--- src/rtl/core/ellmv_pkg.sv ---
`default_nettype none

package ellmv_pkg;

   // fixed field widths
   localparam int unsigned IDX_W      = 10;
   localparam int unsigned ELEM_W     = 32;
   localparam int unsigned ACC_W      = 64;
   localparam int unsigned ROWS_W     = 11;
   localparam int unsigned ELL_W      = 9;
   localparam int unsigned SLOT_W     = 8;
   localparam int unsigned MAX_SLOTS  = 256;
   localparam int unsigned CSR_ADDR_W = 3;
   localparam int unsigned CSR_DATA_W = 32;

   localparam logic signed [ACC_W-1:0] ACC_MAX = {1'b0, {(ACC_W-1){1'b1}}};
   localparam logic signed [ACC_W-1:0] ACC_MIN = {1'b1, {(ACC_W-1){1'b0}}};

   typedef enum logic [1:0] {
      ACT_LOAD_VEC = 2'd0,
      ACT_PRELOAD  = 2'd1,
      ACT_ENTRY    = 2'd2,
      ACT_READ     = 2'd3
   } action_type;

   typedef enum logic {
      REG_ROWS_IN_USE = 1'b0,
      REG_ELL_WIDTH   = 1'b1
   } csr_reg_type;

   // classified work handed from front to back
   typedef struct packed {
      action_type               action;
      logic [IDX_W-1:0]         vec_raw;
      logic [IDX_W-1:0]         vec_quo;
      logic [ROWS_W-1:0]        acc_raw;
      logic [IDX_W-1:0]         acc_quo;
      logic signed [ELEM_W-1:0] element;
      logic signed [ACC_W-1:0]  preload;
      logic                     sweep_done;
   } work_type;

   typedef struct packed {
      logic signed [ACC_W-1:0] read_value;
      logic                    is_read;
      logic                    sweep_done;
      logic                    saturated;
   } result_type;

endpackage

`default_nettype wire

--- src/rtl/core/ellmv_req_if.sv ---
`default_nettype none

interface ellmv_req_if;
   import ellmv_pkg::*;

   logic                     valid;
   logic                     ready;
   action_type               action;
   logic [IDX_W-1:0]         index;
   logic signed [ELEM_W-1:0] element_value;
   logic [IDX_W-1:0]         column_index;
   logic signed [ACC_W-1:0]  accumulator_value;

   modport source (
      output valid, action, index, element_value, column_index, accumulator_value,
      input  ready
   );

   modport sink (
      input  valid, action, index, element_value, column_index, accumulator_value,
      output ready
   );
endinterface

`default_nettype wire

--- src/rtl/core/ellmv_front.sv ---
`default_nettype none

module ellmv_front #(
   parameter int unsigned VECTOR_DEPTH = 1024,
   parameter int unsigned ROW_DEPTH    = 1024
) (
   input  wire logic                         clock,
   input  wire logic                         reset,
   ellmv_req_if.sink                         req_chan,
   input  wire logic [ellmv_pkg::ROWS_W-1:0] rows_in_use,
   input  wire logic [ellmv_pkg::ELL_W-1:0]  ell_width,
   output logic                              work_valid,
   input  wire logic                         work_ready,
   output ellmv_pkg::work_type               work
);
   import ellmv_pkg::*;

   // reciprocal constants, exact quotient for any 10-bit address
   localparam int unsigned VEC_SHIFT = IDX_W + $clog2(VECTOR_DEPTH);
   localparam longint unsigned VEC_MULT =
      ((longint'(1) << VEC_SHIFT) + longint'(VECTOR_DEPTH) - 1) / longint'(VECTOR_DEPTH);
   localparam int unsigned ROW_SHIFT = IDX_W + $clog2(ROW_DEPTH);
   localparam longint unsigned ROW_MULT =
      ((longint'(1) << ROW_SHIFT) + longint'(ROW_DEPTH) - 1) / longint'(ROW_DEPTH);

   function automatic logic [IDX_W-1:0] quo_vec(input logic [IDX_W-1:0] n);
      logic [63:0] p;
      p = 64'(n) * 64'(VEC_MULT);
      return IDX_W'(p >> VEC_SHIFT);
   endfunction

   function automatic logic [IDX_W-1:0] quo_row(input logic [IDX_W-1:0] n);
      logic [63:0] p;
      p = 64'(n) * 64'(ROW_MULT);
      return IDX_W'(p >> ROW_SHIFT);
   endfunction

   logic [ROWS_W-1:0] row_ff, row_in;
   logic [SLOT_W-1:0] slot_ff, slot_in;
   logic [ROWS_W-1:0] eff_rows;
   logic [ELL_W-1:0]  eff_width;
   logic              accept;
   logic              is_entry;
   logic              row_last;
   logic              slot_last;
   logic [IDX_W-1:0]  vec_raw;

   assign req_chan.ready = work_ready;
   assign accept         = req_chan.valid && work_ready;
   assign is_entry       = (req_chan.action == ACT_ENTRY);

   always_comb begin
      if (rows_in_use == '0) begin
         eff_rows = ROWS_W'(1);
      end else if (32'(rows_in_use) > ROW_DEPTH) begin
         eff_rows = ROWS_W'(ROW_DEPTH);
      end else begin
         eff_rows = rows_in_use;
      end
      if (ell_width == '0) begin
         eff_width = ELL_W'(1);
      end else if (32'(ell_width) > MAX_SLOTS) begin
         eff_width = ELL_W'(MAX_SLOTS);
      end else begin
         eff_width = ell_width;
      end
   end

   assign row_last  = (32'(row_ff) + 32'd1 >= 32'(eff_rows));
   assign slot_last = (32'(slot_ff) + 32'd1 >= 32'(eff_width));

   always_comb begin
      row_in  = row_ff;
      slot_in = slot_ff;
      if (accept && is_entry) begin
         if (row_last) begin
            row_in  = '0;
            slot_in = slot_last ? '0 : slot_ff + 1'b1;
         end else begin
            row_in = row_ff + 1'b1;
         end
      end
   end

   always_ff @(posedge clock) begin
      if (reset) begin
         row_ff  <= '0;
         slot_ff <= '0;
      end else begin
         row_ff  <= row_in;
         slot_ff <= slot_in;
      end
   end

   assign vec_raw = is_entry ? req_chan.column_index : req_chan.index;

   always_comb begin
      work.action     = req_chan.action;
      work.vec_raw    = vec_raw;
      work.vec_quo    = quo_vec(vec_raw);
      work.acc_raw    = is_entry ? row_ff : ROWS_W'(req_chan.index);
      work.acc_quo    = is_entry ? '0 : quo_row(req_chan.index);
      work.element    = req_chan.element_value;
      work.preload    = req_chan.accumulator_value;
      work.sweep_done = is_entry && row_last && slot_last;
   end

   assign work_valid = req_chan.valid;

   a_sweep_wraps: assert property (@(posedge clock) disable iff (reset)
      (accept && is_entry && row_last && slot_last) |=> (row_ff == '0 && slot_ff == '0))
      else $error("counters did not wrap at end of sweep");

   a_counters_idle: assert property (@(posedge clock) disable iff (reset)
      !(accept && is_entry) |=> ($stable(row_ff) && $stable(slot_ff)))
      else $error("counters moved without a matrix entry");
endmodule

`default_nettype wire

--- src/flat_wrapper.sv ---
// flat-port wrapper written by rule: the top's interface ports become plain ports
module ellmv_front_flat import ellmv_pkg::*;
#(
   parameter int unsigned VECTOR_DEPTH = 1024,
   parameter int unsigned ROW_DEPTH    = 1024
)
  (clock, reset, rows_in_use, ell_width, work_valid, work_ready, work, req_chan_valid, req_chan_action, req_chan_index, req_chan_element_value, req_chan_column_index, req_chan_accumulator_value, req_chan_ready);
  ellmv_req_if req_chan_i ();
  input  wire logic clock;
  input  wire logic reset;
  input  wire logic [ellmv_pkg::ROWS_W-1:0] rows_in_use;
  input  wire logic [ellmv_pkg::ELL_W-1:0] ell_width;
  output logic work_valid;
  input  wire logic work_ready;
  output ellmv_pkg::work_type work;
  input wire logic [$bits(req_chan_i.valid)-1:0] req_chan_valid;
  input wire logic [$bits(req_chan_i.action)-1:0] req_chan_action;
  input wire logic [$bits(req_chan_i.index)-1:0] req_chan_index;
  input wire logic [$bits(req_chan_i.element_value)-1:0] req_chan_element_value;
  input wire logic [$bits(req_chan_i.column_index)-1:0] req_chan_column_index;
  input wire logic [$bits(req_chan_i.accumulator_value)-1:0] req_chan_accumulator_value;
  output wire logic [$bits(req_chan_i.ready)-1:0] req_chan_ready;
  assign req_chan_i.valid = req_chan_valid;
  assign req_chan_i.action = req_chan_action;
  assign req_chan_i.index = req_chan_index;
  assign req_chan_i.element_value = req_chan_element_value;
  assign req_chan_i.column_index = req_chan_column_index;
  assign req_chan_i.accumulator_value = req_chan_accumulator_value;
  assign req_chan_ready = req_chan_i.ready;
  ellmv_front #(.VECTOR_DEPTH(VECTOR_DEPTH), .ROW_DEPTH(ROW_DEPTH)) u_core (.clock(clock), .reset(reset), .req_chan(req_chan_i), .rows_in_use(rows_in_use), .ell_width(ell_width), .work_valid(work_valid), .work_ready(work_ready), .work(work));
endmodule
--- config.mk ---
export PLATFORM = sky130hd
export DESIGN_NAME = ellmv_front_flat
export DESIGN_NICKNAME = d
export VERILOG_FILES = /design/src/rtl/core/ellmv_pkg.sv /design/src/rtl/core/ellmv_req_if.sv /design/src/rtl/core/ellmv_front.sv /design/src/flat_wrapper.sv
export SDC_FILE = /design/constraint.sdc
export NUM_CORES = 1
export LEC_CHECK = 0
export BUFFER_PORTS_ARGS = -buffer_cell sky130_fd_sc_hd__buf_2
export CAP_MARGIN = 20
export CORE_AREA = 8 8 105 107
export DETAILED_ROUTE_END_ITERATION = 8
export DIE_AREA = 0 0 113 115
export HOLD_SLACK_MARGIN = 0.15
export PLACE_DENSITY_LB_ADDON = 0.2
export SYNTH_ARGS = -nofsm -noshare
export SYNTH_HDL_FRONTEND = slang
export SYNTH_SLANG_ARGS = --single-unit
--- constraint.sdc ---
create_clock -name clock -period 3.5 [get_ports clock]
set_input_delay 0.35 -clock clock [delete_from_list [all_inputs] [get_ports clock]]
set_output_delay 0.35 -clock clock [all_outputs]
set_load 0.005 [all_outputs]
# ---- Word level (Yosys, flattened, before mapping)
# Cells that the tools add are included.
dict set report word_totals {
  reg_bits 19
  input_bits 142
  out_inout_bits 142
  wordCells 26
}
dict set report classes {
  add_sub_neg 4
  order_cmp 4
  n_eq_ne 1
  mux 8
  n_reduce_logical 7
}
# op n
set op_table {}
lappend op_table {{11-bit two-way mux} 4}
lappend op_table {{32-bit by 11-bit >= comparator with 1-bit output} 1}
lappend op_table {{32-bit by 9-bit >= comparator with 1-bit output} 1}
lappend op_table {{9-bit two-way mux} 2}
lappend op_table {{11-bit by 1-bit adder with 12-bit output, second input constant} 1}
lappend op_table {{11-bit by 1-bit adder with 11-bit output, second input constant} 1}
lappend op_table {{11-bit > comparator, second input constant} 1}
lappend op_table {{11-bit logical NOT} 1}
lappend op_table {{10-bit two-way mux} 1}
lappend op_table {{8-bit by 1-bit adder with 9-bit output, second input constant} 1}
lappend op_table {{9-bit > comparator, second input constant} 1}
lappend op_table {{9-bit logical NOT} 1}
lappend op_table {{8-bit by 1-bit adder with 8-bit output, second input constant} 1}
lappend op_table {{8-bit two-way mux} 1}
lappend op_table {{1-bit logical AND} 4}
lappend op_table {{2-bit == test, second input constant} 1}
lappend op_table {{2-bit AND reduction} 1}

# ---- Logic depth before layout (Yosys ltp)
dict set report depth {
  ltp_word 6
  ltp_mapped 13
  ltp_nobuf 12
}

# ---- Worst setup path before layout
# OpenSTA, ideal clock, no wires.
dict set report synth_timing {
  kind {flip-flop to flip-flop}
  from {reg u_core.row_ff[0]}
  to {reg u_core.row_ff[6]}
  setup_time_ps 64
  t_arrival_ps 2753
  required_ps 3436
  path_slack_ps 683
  path_stages_with_launch 14
  n_path_buf 1
  synth_period_minus_slack_ps 2817
  path_cell_list {dfxtp_1 > ha_1 > nand3_1 > nor2_1 > nand3_1 > xnor2_1 > ha_1 > a21oi_1 > nand2_1 > or3_1 > o21a_1 > or2_1 > buf_6 > nor2_1}
}
dict set report synth_between {
  elab_chain_len 3
  elab_cells_between_ends 4
  classes_between {add/sub (2); order compare (1); mux (1)}
}
# element line
set synth_rtl {}
lappend synth_rtl {{from (decl)} ellmv_front.sv:38} ;# logic [ROWS_W-1:0] row_ff, row_in;
lappend synth_rtl {{from (signal assigned)} ellmv_front.sv:90} ;# row_ff <= row_in;
lappend synth_rtl {{11-bit by 1-bit adder with 12-bit output} ellmv_front.sv:69} ;# assign row_last = (32'(row_ff) + 32'd1 >= 32'(eff_rows));
lappend synth_rtl {{32-bit by 11-bit >= comparator with 1-bit output} ellmv_front.sv:69}
lappend synth_rtl {{11-bit two-way mux *} ellmv_front.sv:76} ;# if (row_last) begin
# Mark *: on every way between the ends. The rest lies on a longest branch, timed or not.
# A chain may end at the register's enable or synchronous reset.

==> impl_metrics.env <==
export IMPL_status="finished clean"
export IMPL_grt_max_degree=24
export IMPL_cts_sinks=19
export IMPL_fin_crit_sh_pct=92.89
export IMPL_synthToLayoutAreaGrowth_pct=-10.82
export IMPL_final_common_cell="nand2_1"
export IMPL_multi_input_area_um2=1479
export IMPL_use_met2_pct=16.03
export IMPL_die_w_um=113
export IMPL_start_kind="flip-flop"
export IMPL_worst_r2r_path_depth=12
export IMPL_cts_root_buffer="clkbuf_8"
export IMPL_synth_top_area_share_pct=32.88
export IMPL_dieArea_um2=13000
export IMPL_wirelength_um=6541
export IMPL_r2r_end="u_core.row_ff[1]"
export IMPL_critPathKind="flip-flop to output pin"
export IMPL_hold_violations=0
export IMPL_drt_iter0_drc=59
export IMPL_place_inst=460
export IMPL_synth_seq_cells=19
export IMPL_clk_pin_slew_ns=0.08
export IMPL_insertion_delay_ns=0.27
export IMPL_final_util_pct=25.83
export IMPL_setup_tns_ns=0
export IMPL_synth_distinct_cells=37
export IMPL_syn_area_per_cell_um2=7.211
export IMPL_diodes=0
export IMPL_final_cell_mix="nand2_1, buf_2, ha_1"
export IMPL_cts_tree="built"
export IMPL_min_path_type="primary input to flip-flop"
export IMPL_cts_buffers=3
export IMPL_cts_max_level=1
export IMPL_fin_cells=464
export IMPL_postCtsSetupRepairBufs=0
export IMPL_cts_buffer_depth=2
export IMPL_grt_setup_unrepaired="false"
export IMPL_synth_edf_count=0
export IMPL_cp_end_kind="output pin"
export IMPL_seq_area_um2=380.4
export IMPL_worst_ep_required_time_ns=3.15
export IMPL_met3_usage_pct=4.937
export IMPL_layout_drive_gt1_share_pct=25.43
export IMPL_synthArstFlopShare_pct=0
export IMPL_portBuffers=71
export IMPL_reg2reg_slack_ns=0.36
export IMPL_grt_pass1_vias=2181
export IMPL_clock_skew_ns=0.006269
export IMPL_fp_dieH_um=115
export IMPL_slew_viol_final=0
export IMPL_grt_use_met1_pct=10.25
export IMPL_firstDrtPassIters=4
export IMPL_routedWlPerCell_um=14.10
export IMPL_hold_ws_ns=0.3838
export IMPL_grt_overflow=0
export IMPL_row_count=36
export IMPL_vias=2145
export IMPL_syn_inst=380
export IMPL_drc_errors=0
export IMPL_synth_top_cell_by_area="buf_4"
export IMPL_postPlaceCellArea_um2=2395
export IMPL_io_pins=284
export IMPL_power_density_nw_per_um2=203.6
export IMPL_cp_cell_sequence="ha_1, and3_1, and3_1, xor2_1, ha_1, a21oi_1, a21oi_1, a211oi_1, and2_1, nor3_1, buf_2"
export IMPL_via_per_inst=4.623
export IMPL_synth_area_leaders="buf_4, dfxtp_1, nand2_1, ha_1, xnor2_1"
export IMPL_busiest_layer="met2"
export IMPL_synth_cell_area_um2=2740
export IMPL_min_period_ns=3.251
export IMPL_gp_congestion=0.7823
export IMPL_yosys_warnings=0
export IMPL_arrival_ns=2.90
export IMPL_yosysSeqAreaShare_pct=13.88
export IMPL_fmax_mhz=307.6
export IMPL_crit_fanout=5
export IMPL_drv_cap=0
export IMPL_fill_cells=1086
export IMPL_setup_worst_path_start="u_core.slot_ff[0]"
export IMPL_cp_endpoint="work[0]"
export IMPL_antenna_found_initial=0
export IMPL_synth_flop_cell="dfxtp_1"
export IMPL_peakVddDrop_v=0.00009373
export IMPL_floorplan_initialDensity_pct=28.97
export IMPL_r2r_start="u_core.row_ff[0]"
export IMPL_nets=515
export IMPL_place_detailed_hpwl_um=5616
export IMPL_grt_pass1_wl_um=10540
export IMPL_core_area_um2=9459
export IMPL_max_stage_delay_ns=0.41
export IMPL_setup_viol=0
export IMPL_cp_slowest_cell="dfxtp_1"
export IMPL_track_usage_pct=9.677
export IMPL_p_leak_nw=1.207
export IMPL_fin_area_um2=2444
export IMPL_ant_nets=0
[worst min-delay path by stage]
stage                      start                 to  slack [ns]  cells after the start
2_1_floorplan  u_core.slot_ff[1]  u_core.slot_ff[1]        0.46                      2
3_3_place_gp   u_core.slot_ff[1]  u_core.slot_ff[1]        0.48                      2
3_5_place_dp   u_core.slot_ff[1]  u_core.slot_ff[1]        0.49                      2
4_1_cts                    reset  u_core.slot_ff[1]        0.38                      2
5_1_grt                    reset  u_core.slot_ff[1]        0.41                      2
6_report                   reset  u_core.slot_ff[1]        0.38                      2
[synthesized netlist by cell type (all sizes together), types with 5 or more instances]
library cell / number
dfxtp: 19
nor2: 25
and3: 9
buf: 123
ha: 22
xor2: 9
nand2: 77
nor3: 5
a21oi: 8
nor3b: 5
a32o: 5
xnor2: 16
nand3: 12
o21ai: 10
[final cells by class]
cell class,count,area share (%)
clock buffers,3,1.690
clock inverters,1,0.3072
inverters,4,0.6144
multi-input cells,249,60.52
flip-flops and latches,19,15.57
well taps,114,5.837
repair buffers,74,15.46
[report_power, final]
| group | leakage (nW) | internal, mW | switching (mW) |
|---|---|---|---|
| Clock | 0.0217 | 0.0805 | 0.0843 |
| Combinational | 1.03 | 0.0497 | 0.0659 |
| Sequential | 0.153 | 0.216 | 0.000845 |
[state kept, by name (all words and copies together), names as in the netlist]
name / count
u_core.row_ff: 11
u_core.slot_ff: 8
[worst max-delay path: cells and delay by family (launching register included)]
family / cells / cell delay, ns
and+or+nand+nor: 4 / 0.92
adders and majority gates: 2 / 0.50
AOI/OAI and AO/OA: 3 / 0.46
DFF: 1 / 0.41
xor gates and xnor gates: 1 / 0.18
buffers and inverters: 1 / 0.15
[layer usage]
layer	share of wire, %	vias to the layer above
li1	-	1056
met1	40	948
met2	46	111
met3	11	30
met4	3.0	0
met5	0	-
[stage by stage]
stage | setup WS [ns] | total power, mW
finish | 0.2487 | 0.4976
global route | 0.02772 | 0.5284
CTS | 0.2034 | 0.5060
detailed placement | 0.3105 | 0.3392
global placement | 0.4267 | 0.3382
floorplan | 0.6830 | 0.3881
[cells by family after synthesis]
group           synth area share, %
simple gates                  25.53
fa+ha+maj                     10.05
buf+inv                       34.75
xor+xnor                      7.991
other cells                  0.1369
flops                         13.88
compound gates                7.672
[what timing repair did]
item                                    in CTS  in global routing
resized for setup                            0                  1
hold endpoints to repair                     0                  0
hold buffers                                 0                  0
endpoints found under the setup margin       0                  1
(Power assumes the default switching activity.)
