$ cat src/rtl/core/ellmv_queue.sv
`default_nettype none

module ellmv_queue #(
   parameter type         item_type = logic,
   parameter int unsigned DEPTH     = 4
) (
   input  wire logic                       clock,
   input  wire logic                       reset,
   input  wire logic                       in_valid,
   output logic                            in_ready,
   input  wire item_type                   in_item,
   output logic                            out_valid,
   input  wire logic                       out_ready,
   output item_type                        out_item,
   output logic [$clog2(DEPTH+1)-1:0]      count
);
   localparam int unsigned PTR_W = $clog2(DEPTH);
   localparam int unsigned CNT_W = $clog2(DEPTH+1);

   item_type         mem_ff [DEPTH];
   logic [PTR_W-1:0] wr_ptr_ff, wr_ptr_in;
   logic [PTR_W-1:0] rd_ptr_ff, rd_ptr_in;
   logic [CNT_W-1:0] count_ff, count_in;
   logic             push;
   logic             pop;

   assign in_ready  = (count_ff != CNT_W'(DEPTH));
   assign out_valid = (count_ff != '0);
   assign out_item  = mem_ff[rd_ptr_ff];
   assign count     = count_ff;
   assign push      = in_valid && in_ready;
   assign pop       = out_valid && out_ready;

   always_comb begin
      wr_ptr_in = wr_ptr_ff;
      rd_ptr_in = rd_ptr_ff;
      count_in  = count_ff;
      if (push) begin
         wr_ptr_in = (wr_ptr_ff == PTR_W'(DEPTH-1)) ? '0 : wr_ptr_ff + 1'b1;
      end
      if (pop) begin
         rd_ptr_in = (rd_ptr_ff == PTR_W'(DEPTH-1)) ? '0 : rd_ptr_ff + 1'b1;
      end
      if (push && !pop) begin
         count_in = count_ff + 1'b1;
      end else if (pop && !push) begin
         count_in = count_ff - 1'b1;
      end
   end

   always_ff @(posedge clock) begin
      if (reset) begin
         wr_ptr_ff <= '0;
         rd_ptr_ff <= '0;
         count_ff  <= '0;
      end else begin
         wr_ptr_ff <= wr_ptr_in;
         rd_ptr_ff <= rd_ptr_in;
         count_ff  <= count_in;
      end
   end

   always_ff @(posedge clock) begin
      if (push) begin
         mem_ff[wr_ptr_ff] <= in_item;
      end
   end
endmodule

`default_nettype wire

$ cat config.mk
export PLATFORM = sky130hd
export DESIGN_NAME = ellmv_queue
export DESIGN_NICKNAME = d
export VERILOG_FILES = /design/src/rtl/core/ellmv_queue.sv
export SDC_FILE = /design/constraint.sdc
export NUM_CORES = 1
export LEC_CHECK = 0
export BUFFER_PORTS_ARGS = -buffer_cell sky130_fd_sc_hd__buf_2
export CELL_PAD_IN_SITES_DETAIL_PLACEMENT = 1
export CELL_PAD_IN_SITES_GLOBAL_PLACEMENT = 1
export CORE_AREA = 2 2 43 45
export CTS_BUF_LIST = sky130_fd_sc_hd__clkbuf_8
export CTS_CLUSTER_DIAMETER = 60
export DETAILED_ROUTE_END_ITERATION = 7
export DIE_AREA = 0 0 45 47
export PLACE_DENSITY = 0.84
export SYNTH_ARGS = -nofsm -noshare
export SYNTH_HDL_FRONTEND = slang
export SYNTH_SLANG_ARGS = --single-unit
$ cat constraint.sdc
create_clock -name clock -period 2.3 [get_ports clock]
set_input_delay 0.23 -clock clock [delete_from_list [all_inputs] [get_ports clock]]
set_output_delay 0.23 -clock clock [all_outputs]
set_load 0.005 [all_outputs]
# --- Word-level counts from Yosys, hierarchy flattened ---
# Memory sizes are Yosys's and may differ from the RTL's. A register that Yosys moved wholly into a read port is not among the register bits.
# Cells that the tools add are included.
word_totals:
  regBits: 7
  ram_bits: 4
  inputBits: 5
  output_inout_bits: 6
  wordCells: 27
  memories: 1
op_classes:
  n_addsub: 4
  n_eq_ne: 3
  mux: 8
  reduce_logical: 8
mem_list:
  columns: ["memory", "depth", "width", "rd", "rd_clocked_by_memory_dff", "write_ports", "line_no", "source"]
  rows:
  - ["mem_ff", 4, 1, 1, 1, 1, "20", "item_type mem_ff [DEPTH];"]
ops:
  columns: ["cell", "count"]
  rows:
  - ["$mux W2", 4]
  - ["$mux W3", 2]
  - ["$add A2 B1 Y2 const B", 2]
  - ["$eq A2 B2 Y1 const B", 2]
  - ["$logic_and A1 B1 Y1", 4]
  - ["$add A3 B1 Y3 const B", 1]
  - ["$ne A3 B3 Y1 const B", 1]
  - ["$reduce_bool A3 Y1", 1]
  - ["$sub A3 B1 Y3 const B", 1]
  - ["$logic_not A1 Y1", 2]
  - ["$mux W1", 2]
  - ["$reduce_bool A2 Y1", 1]

# --- Longest topological paths before layout ---
# Gate-level depths: netlist of the first run.
depth:
  depth_word: 6
  mapped_depth: 9
  mapped_depth_nobuf: 8

# --- Worst setup path before layout of the first run ---
# No wires, ideal clock.
synth_path:
  path_kind: "register -> register"
  startpoint: "register count_ff[0] (netlist: count[0])"
  endpoint: "register count_ff[2] (netlist: count[2])"
  setup_ns: 0.070
  arrival_ns: 2.134
  required_ns: 2.230
  setup_slack_ns: 0.096
  path_stages_with_launch: 8
  path_buffers: 0
  period_less_slack_ns: 2.204
  path_cell_list: "dfxtp_1 > o31ai_1 > ha_1 > inv_1 > fa_1 > xor2_1 > or3_2 > a21oi_1"
synth_via:
  elab_chain_len: 5
  word_cells_on_any_way: 13
  classes_between: "add/sub: 2; eq/ne: 1; mux: 2; reduce/logical: 8"
synth_lines:
  columns: ["item", "line_no", "source"]
  rows:
  - ["start: declaration", "23", "logic [CNT_W-1:0] count_ff, count_in;"]
  - ["start signal: assignment", "59", "count_ff <= count_in;"]
  - ["parallel branches: the longest is 5 deep, another holds $sub A3 B1 Y3", null, null]
# Parallel ways; which one is timed is not known. The select of a mux whose other input is x is not followed.
# A chain may end at the register's enable or synchronous reset.

# --- Worst setup path in the final report of the first run ---
layout_path:
  startpoint: "register count_ff[2] (netlist: count[2])"
  endpoint: "register count_ff[2] (netlist: count[2])"
layout_via:
  elab_chain_len: 5
  word_cells_on_any_way: 13
  classes_between: "add/sub: 2; eq/ne: 1; mux: 2; reduce/logical: 8"
layout_lines:
  columns: ["item", "line_no", "source"]
  rows:
  - ["$ne A3 B3 Y1 *", "27", "assign in_ready = (count_ff != CNT_W'(DEPTH));"]
  - ["$logic_and A1 B1 Y1 *", "31", "assign push = in_valid && in_ready;"]
  - ["named net push", "24", "logic push;"]
  - ["$logic_not A1 Y1", "46", "end else if (pop && !push) begin"]
  - ["$logic_and A1 B1 Y1", "46", null]
  - ["$reduce_bool A2 Y1 (no line)", null, null]
# The timed path passes the listed nets; every way through them passes the cells marked *. The select of a mux whose other input is x is not followed.

==> results of run 1 <==
## power by group
group          internal, mW  switching (mW)  leakage [nW]
combinational         0.198           0.165         0.208
sequential            0.299          0.0619         0.111
clock                 0.118          0.0802        0.0269
total                 0.615           0.307         0.346
## cell families after synthesis
logic type	synth area share
simple gates	0.170
flops	0.479
fa+ha+maj	0.152
compound gates	0.0559
buf+inv	0.0319
mux	0.0838
xor+xnor	0.0279
## final timing paths
kind	to	slack, ns	cells after the start
min reg2reg	rd_ptr_ff[0]	0.50	2
min	mem_ff[3]	0.20	1
max reg2reg	count[2]	0.14	8
max	count[2]	0.14	8
## per-stage QoR
stage / instances / cell area [um^2] / hold WS (ns)
final: 84 / 757 / 0.203
after global routing: 84 / 757 / 0.201
after CTS: 84 / 754 / 0.200
after detailed placement: 80 / 704 / 0.457
after global placement: 80 / 704 / 0.454
after floorplan: 53 / 627 / 0.329
## area by class of cell
class,instances,area share
multi-input cells,35,0.412
flip-flops and latches,13,0.400
repair buffers,12,0.0860
clock buffers,3,0.0545
well taps,17,0.0281
inverters,3,0.0149
clock inverters,1,0.00496
## layout by cell type (no fill, tap or decap), types with 2 or more instances in the layout
cell,count
o31ai_2,2
and3_2,4
ha_1,6
mux2i_1,3
edfxtp_1,4
dfxtp_2,2
inv_1,4
clkbuf_8,3
buf_4,2
xor2_1,2
or3_2,2
buf_2,10
nand2b_1,2
nor2_1,3
dfxtp_1,7
a21oi_1,2
## worst max-delay path: stages (launching register included)
cell and delay (ns):
dfxtp_1 0.41, or3b_1 0.40, and2_4 0.19, ha_1 0.23, inv_1 0.07, fa_1 0.18, xor2_1 0.08, or3_2 0.41
a21oi_1 0.14
## metal layers
| layer | global-route usage | vias up | share of wire |
|---|---|---|---|
| met4 | 0.106 | 0 | 0.033 |
| met1 | 0.145 | 208 | 0.41 |
| met3 | 0.0692 | 5 | 0.046 |
| li1 | - | 211 | - |
| met5 | 0 | - | 0 |
| met2 | 0.234 | 7 | 0.51 |
## what timing repair did
item                                    in CTS  in global routing
cloned                                       0                  0
endpoints found under the setup margin       1                  1
resized for setup                            1                  2
==> run metrics, run 1 <==
Pins Over Slew Limit 0; top_reg_cell synth dfxtp_1; wire per inst 13.5 um; Worst-Margin Slew 0.283 ns; area of the multi-input gates 312 um^2; total track usage 0.144; Rel. slew slack 0.810; worst r2r src count[2]; area leader, netlist dfxtp_1; worst hold path type in2reg; Synth warnings 0; P&R area growth vs syn 20.8%; Die Y 47 um; CTS Buf Count 3; setup violators final 0; f_max 0.462 GHz; via count 431; clock root buffer clkbuf_8; worst-case clock skew 0.00496 ns; Initial Utilization 0.380; vias in the first global route 419; clk buf depth 2; sequential fraction of the synthesis area 0.479; Core Region 0.00165 mm^2; DRC 0; Yosys top cell area share 0.287; number of flops mapped to enable cells by yosys 4; synth top area cells dfxtp_1 29%, edfxtp_1 19%, ha_1 12%; most common cell in the netlist dfxtp_1; Worst-Skew Late Latency 0.25 ns; Worst-path clk slew 0.05 ns; vias per cell 5.13; largest net degree at the start of global routing 10; CP max FO 6; syn_nets 65; kind of critical path reg2reg; Synth Cell Area 627 um^2; CP Launch Point count[2]; io pins 11; number of synthesized register bits 13; setup TNS 0 ns; Hold Violations, Final 0; Layout Nets 80; Startpoint Class flip-flop; Unique masters post-synth 24; Die W 45 um; Mapped Cells 53; HPWL Detailed 860 um; # H-tree levels 1; VDD IR-drop max 0.723 mV; PortBufs 10; total power 0.922 mW; Post-CTS Setup Repair Bufs 0; layout cells sized above 1 0.403; share of synthesized flip-flops with an asynchronous set or reset 0; Pre-antenna DRT Iters 1; Avg Synthesized Cell Area 11.8 um^2; Final Critical Period 2.16 ns; # fillers 190; post-route ant nets 0; CP required 2.48 ns; pre-CTS WS 0.00641 ns; antenna violations before repair 0; leakage 0.346 nW; die area 0.00212 mm^2; power per cell area 1220 mW/mm^2; status complete, no violations; cts hold-fix bufs 0; Ant. Diodes 0; register area 303 um^2; Synth top cells by count 9 x dfxtp_1, 6 x ha_1, 4 x and3_2, 4 x edfxtp_1; DR iter-0 viols 0; crit end category flip-flop; global-route wire length before repair 1.97 mm; drt total wl 1.14 mm; hold_sp in_item; CTS tree yes; row cnt 15; Final GP Congestion 0.698; final core occ 0.458; Max Cap Violations 0; ratio of final minimum period to clock period 0.941; CP Data Arrival Time 2.35 ns; RSZ-0062 raised after global routing false; GRT overflow 0; PnR worst setup slack 0.136 ns; Clock Sinks 13
(Power assumes the default switching activity.)
==> run 2, diff against run 1 <==
--- a/config.mk
+++ b/config.mk
@@ -8,12 +8,11 @@
 export BUFFER_PORTS_ARGS = -buffer_cell sky130_fd_sc_hd__buf_2
 export CELL_PAD_IN_SITES_DETAIL_PLACEMENT = 1
 export CELL_PAD_IN_SITES_GLOBAL_PLACEMENT = 1
-export CORE_AREA = 2 2 43 45
-export CTS_BUF_LIST = sky130_fd_sc_hd__clkbuf_8
+export CORE_AREA = 2 2 45 47
 export CTS_CLUSTER_DIAMETER = 60
 export DETAILED_ROUTE_END_ITERATION = 7
-export DIE_AREA = 0 0 45 47
-export PLACE_DENSITY = 0.84
+export DIE_AREA = 0 0 47 49
+export PLACE_DENSITY = 0.78
 export SYNTH_ARGS = -nofsm -noshare
 export SYNTH_HDL_FRONTEND = slang
 export SYNTH_SLANG_ARGS = --single-unit
==> run 2 against run 1 <==
Sequential power about the same. Wire length down 1.1%. First-iteration DRC count unchanged. Critical path type unchanged. Clock skew down 0.0012 ns. Highest routed layer unchanged. Sequential share of layout area about the same. Critical endpoint unchanged. Non-clock buffer count up 1. Clock power down 25%. Final area up 0.33%. Setup slack better by 0.027 ns.
==> run metrics, run 2 (synthesized netlist as in run 1, its figures left out) <==
status complete, no violations; vias in the first global route 477 (+14%); VDD IR-drop max 0.546 mV (-24%); Worst-path clk slew 0.08 ns (+0.03 ns); # fillers 222 (+17%); largest net degree at the start of global routing 10 (unchanged); row cnt 16 (+1); Pre-antenna DRT Iters 1 (unchanged); Cell Area, Placed 724 um^2 (+2.8%); total track usage 0.121 (-0.0231); P&R area growth vs syn 21.2%; PostCTS Resize Cnt 0 (-1); Hold Violations, Final 0 (unchanged); global-route wire length before repair 1.90 mm (-3.2%); Clock Sinks 13 (unchanged); Net Sw Frac 0.348 (+0.0150); clk buf depth 2 (unchanged); DRC 0 (unchanged); CTS Buf Count 3 (unchanged); Die Y 49 um (+4.3%); worst hold path type in2reg; CP Data Arrival Time 2.35 ns (about the same); drt total wl 1.12 mm (-1.1%); CTS tree yes; Clk pwr share 0.167 (-0.048); Ant. Diodes 0 (unchanged); Core Region 0.00184 mm^2 (+12%); r2r endpoint count[2]; Layout Nets 81 (+1.3%); Hold Crit Depth 1 (unchanged); power per cell area 1160 mW/mm^2 (-4.4%); Initial Utilization 0.340 (-0.0392); # H-tree levels 1 (unchanged); net load switching power 0.308 mW (+0.25%); kind of critical path reg2reg; DR iter-0 viols 0 (unchanged); worst reg-to-reg path cell count 8 (unchanged); layout cells sized above 1 0.426 (+0.0235); CP max FO 5 (-1); post-route cell area 759 um^2 (+0.33%); Final GP Congestion 0.715 (+2.4%); Int Power 0.576 mW (-6.2%); Pins Over Slew Limit 0 (unchanged); via count 438 (+1.6%); hold_sp in_item; worst-case clock skew 0.00378 ns (-0.00118 ns); cts hold-fix bufs 0 (unchanged); Rel. slew slack 0.833 (+0.0229); HPWL Detailed 865 um (+0.52%); commonest non-fill, non-tap cell in the layout buf_2; worst r2r src count[0]; leakage 0.340 nW (-1.9%); crit end category flip-flop; Final Critical Period 2.14 ns (-0.0271 ns); Die W 47 um (+4.4%); wire per inst 11.8 um (-13%); register area 304 um^2 (+0.41%); Min Hold Slack 0.161 ns (-0.0419 ns); die area 0.00230 mm^2 (+8.9%); post-route ant nets 0 (unchanged); GRT overflow 0 (unchanged); Comb pwr share 0.428 (+0.035); Worst-Margin Slew 0.249 ns (-0.0341 ns); vias per cell 4.61 (-10%); CP required 2.51 ns (+0.03 ns); Startpoint Class flip-flop; Max Cap Violations 0 (unchanged); io pins 11 (unchanged); f_max 0.468 GHz (+1.3%); ratio of final minimum period to clock period 0.929 (-0.0118); most frequent cells in the layout 10 x buf_2, 6 x ha_1, 6 x dfxtp_1; R2R setup slack 0.16 ns (+0.03 ns); Worst-Skew Late Latency 0.28 ns (+0.03 ns); Post-CTS Setup Repair Bufs 0 (unchanged); PortBufs 10 (unchanged); area of the multi-input gates 312 um^2 (unchanged); setup violators final 0 (unchanged); worst hold endpoint mem_ff[3]; part of the power in registers 0.405 (+0.013); clock root buffer clkbuf_4; antenna violations before repair 0 (unchanged)
run 2: cell types whose count changed in the layout (fill, tap and decap cells not counted), sizes merged:
cell | previous run | this run
buf | 12 | 13
clkbuf | 3 | 4
inv | 4 | 3
run 2: final cells by class:
cell class,instances,share of cell area
multi-input cells,35,0.410
clock buffers,4,0.0346
well taps,27,0.0445
flip-flops and latches,13,0.400
inverters,3,0.0148
repair buffers,13,0.0956
run 2: power groups by stage:
stage / combinational, mW / sequential [mW] / clock (mW)
5_1_grt: 0.439 / 0.367 / 0.163
6_report: 0.379 / 0.358 / 0.148
4_1_cts: 0.382 / 0.348 / 0.153
3_5_place_dp: 0.377 / 0.354 / 0
3_3_place_gp: 0.360 / 0.352 / 0
2_1_floorplan: 0.239 / 0.348 / 0
run 2: per-stage QoR:
stage	utilization	worst slack (ns)	power [mW]	cells	setup TNS (ns)
after floorplan	-	0.0959	0.588	53	0
after global placement	0.393	0.204	0.712	91	0
after detailed placement	0.393	0.105	0.732	91	0
after CTS	0.408	0.0886	0.883	95	0
after global routing	0.412	-0.00146	0.969	95	-0.00146
final	0.412	0.163	0.884	95	0
run 2: worst max-delay path, stage by stage (launching register included):
cell and delay [ns]:
dfxtp_2 0.36, or3b_1 0.40, and2_4 0.19, ha_1 0.22, inv_1 0.08, fa_1 0.18, xor2_1 0.08, or3_2 0.40
a21oi_1 0.16
run 2: routing by layer:
layer,global-route usage,share of wire
met5,0,0
met1,0.115,0.41
met3,0.0444,0.032
met2,0.196,0.52
met4,0.0972,0.030
run 2: worst max path at each step:
stage | from | end | cells past startpoint
global route | count[1] | count[2] | 8
CTS | count[0] | count[2] | 7
finish | count[0] | count[2] | 8
detailed placement | count[0] | count[2] | 7
floorplan | count[0] | count[2] | 7
global placement | count[1] | count[2] | 8
==> run 3, diff against run 2 <==
--- a/config.mk
+++ b/config.mk
@@ -7,11 +7,11 @@
 export LEC_CHECK = 0
 export BUFFER_PORTS_ARGS = -buffer_cell sky130_fd_sc_hd__buf_2
 export CELL_PAD_IN_SITES_DETAIL_PLACEMENT = 1
-export CELL_PAD_IN_SITES_GLOBAL_PLACEMENT = 1
-export CORE_AREA = 2 2 45 47
+export CELL_PAD_IN_SITES_GLOBAL_PLACEMENT = 2
+export CORE_AREA = 2 2 49 51
 export CTS_CLUSTER_DIAMETER = 60
 export DETAILED_ROUTE_END_ITERATION = 7
-export DIE_AREA = 0 0 47 49
+export DIE_AREA = 0 0 51 53
 export PLACE_DENSITY = 0.78
 export SYNTH_ARGS = -nofsm -noshare
 export SYNTH_HDL_FRONTEND = slang
==> run 3 against run 2 <==
Non-clock buffer count is 1 lower. Critical path depth unchanged. Die area rose by 17%. Clock power decreased by 7%. Sequential power barely moved. Critical endpoint unchanged. Global-route usage decreased by 2.2 points. Combinational power is 6.1% lower.
==> run metrics, run 3 (synthesized netlist as in run 1, its figures left out) <==
layout cells sized above 1 0.403 (-0.0235); row cnt 17 (+1); Clk pwr share 0.161 (-0.006); PnR worst setup slack 0.149 ns (-0.0134 ns); RSZ-0062 raised after global routing false; CP top delay family simple AND/OR/NAND/NOR gates; wire per inst 11.1 um (-6.3%); via count 425 (-3.0%); GRT overflow 0 (unchanged); Layout Nets 80 (-1.2%); drt total wl 1.05 mm (-6.3%); io pins 11 (unchanged); worst hold path type in2reg; final core occ 0.350 (-0.0623); part of the power in registers 0.421 (+0.016); Critical Path Max Stage Delay 0.42 ns (+0.02 ns); DR iter-0 viols 0 (unchanged); total power 0.854 mW (-3.5%); pre-CTS WS 0.159 ns (+0.0543 ns); Die W 51 um (+8.5%); Worst-Margin Slew 0.233 ns (-0.0164 ns); commonest non-fill, non-tap cell in the layout buf_2; Worst-path clk slew 0.08 ns (about the same); cts hold-fix bufs 0 (unchanged); Initial Utilization 0.292 (-0.0486); clk buf depth 2 (unchanged); CTS Buf Count 3 (unchanged); CTS tree yes; kind of critical path reg2reg; total track usage 0.0993 (-0.0220); Net Sw Frac 0.341 (-0.00695); f_max 0.465 GHz (-0.62%); CP required 2.51 ns (about the same); CP Data Arrival Time 2.36 ns (about the same); global-route wire length before repair 1.85 mm (-2.9%); Core Region 0.00215 mm^2 (+17%); PortBufs 10 (unchanged); # H-tree levels 1 (unchanged); power per cell area 1140 mW/mm^2 (-2.5%); Clock Sinks 13 (unchanged); critical path cell sequence or3b_1, and2_4, ha_1, inv_1, fa_1, xor2_1, or3_2, a21oi_1; Die Y 53 um (+8.2%); VDD IR-drop max 0.501 mV (-8.3%); crit end category flip-flop; Startpoint Class flip-flop; vias in the first global route 425 (-11%); DRC 0 (unchanged); P&R area growth vs syn 20.0%; largest net degree at the start of global routing 10 (unchanged); Int Power 0.562 mW (-2.4%); Final Critical Period 2.15 ns (+0.0134 ns); setup violators final 0 (unchanged); Pre-antenna DRT Iters 1 (unchanged); Max Cap Violations 0 (unchanged); Ant. Diodes 0 (unchanged); most frequent cells in the layout 10 x buf_2, 7 x dfxtp_1, 6 x ha_1; die area 0.00270 mm^2 (+17%); post-route cell area 752 um^2 (-0.99%); leakage 0.334 nW (-1.6%); vias per cell 4.47 (-3.0%); Cell Area, Placed 718 um^2 (-0.86%); net load switching power 0.291 mW (-5.4%); post-route ant nets 0 (unchanged); status complete, no violations; setup TNS 0 ns (unchanged); Hold Violations, Final 0 (unchanged); ratio of final minimum period to clock period 0.935 (+0.00582); CP max-delay cell dfxtp_1; Comb pwr share 0.417 (-0.011); Rel. slew slack 0.844 (+0.0110); clock root buffer clkbuf_4; worst-case clock skew 0.00665 ns (+0.00287 ns); Final GP Congestion 0.655 (-8.4%); Worst-Skew Late Latency 0.27 ns (about the same); R2R setup slack 0.15 ns (about the same); CP max FO 6 (+1); Buf/Inv on CP 1 (unchanged); antenna violations before repair 0 (unchanged); Pins Over Slew Limit 0 (unchanged)
run 3: changes by cell type in the layout (fill, tap and decap cells not counted):
| cell | previous run | this run |
|---|---|---|
| buf_4 | 3 | 2 |
| dfxtp_1 | 6 | 7 |
| dfxtp_2 | 3 | 2 |
run 3: layout make-up:
class,instances,area (um^2)
clock buffer,4,26.3
fill,246,1400
inverter,3,11.3
multi-input combinational,35,312
sequential,13,303
tap,28,35.0
timing repair buffer,12,65.1
run 3: worst paths after layout:
path,depth (start not counted),endpoint,from
max,8,count[2],count[2]
max reg2reg,8,count[2],count[2]
min reg2reg,2,flip-flop,rd_ptr_ff[0]
min,1,mem_ff[3],in_item
run 3: power groups by stage:
stage	sequential (mW)	clock [mW]	combinational, mW
floorplan	0.348	0	0.239
finish	0.360	0.138	0.356
CTS	0.357	0.146	0.360
detailed placement	0.358	0	0.354
global placement	0.353	0	0.355
global route	0.373	0.158	0.405
run 3: metrics by stage:
stage                     hold WS, ns  cells
after floorplan                 0.329     53
after global placement          0.454     91
after detailed placement        0.449     91
after CTS                       0.166     95
after global routing            0.175     95
final                           0.175     95
run 3: worst register-to-register path, delay by kind of cell (launching register included):
kind	cells	cell delay, ns
compound gates	1	0.15
buf+inv	1	0.07
fa+ha+maj	2	0.39
simple gates	3	0.99
flops	1	0.42
xor+xnor	1	0.07
run 3: routing by layer:
metal | GRT usage | vias up | share of wire
li1 | - | 212 | -
met1 | 0.0927 | 202 | 0.42
met2 | 0.180 | 7 | 0.50
met3 | 0.0198 | 4 | 0.035
met4 | 0.0946 | 0 | 0.044
met5 | 0 | - | 0
run 3: timing repair:
item                                    4_1_cts  5_1_grt
setup buffers                                 0        0
endpoints found under the setup margin        0        1
resized for setup                             0        3
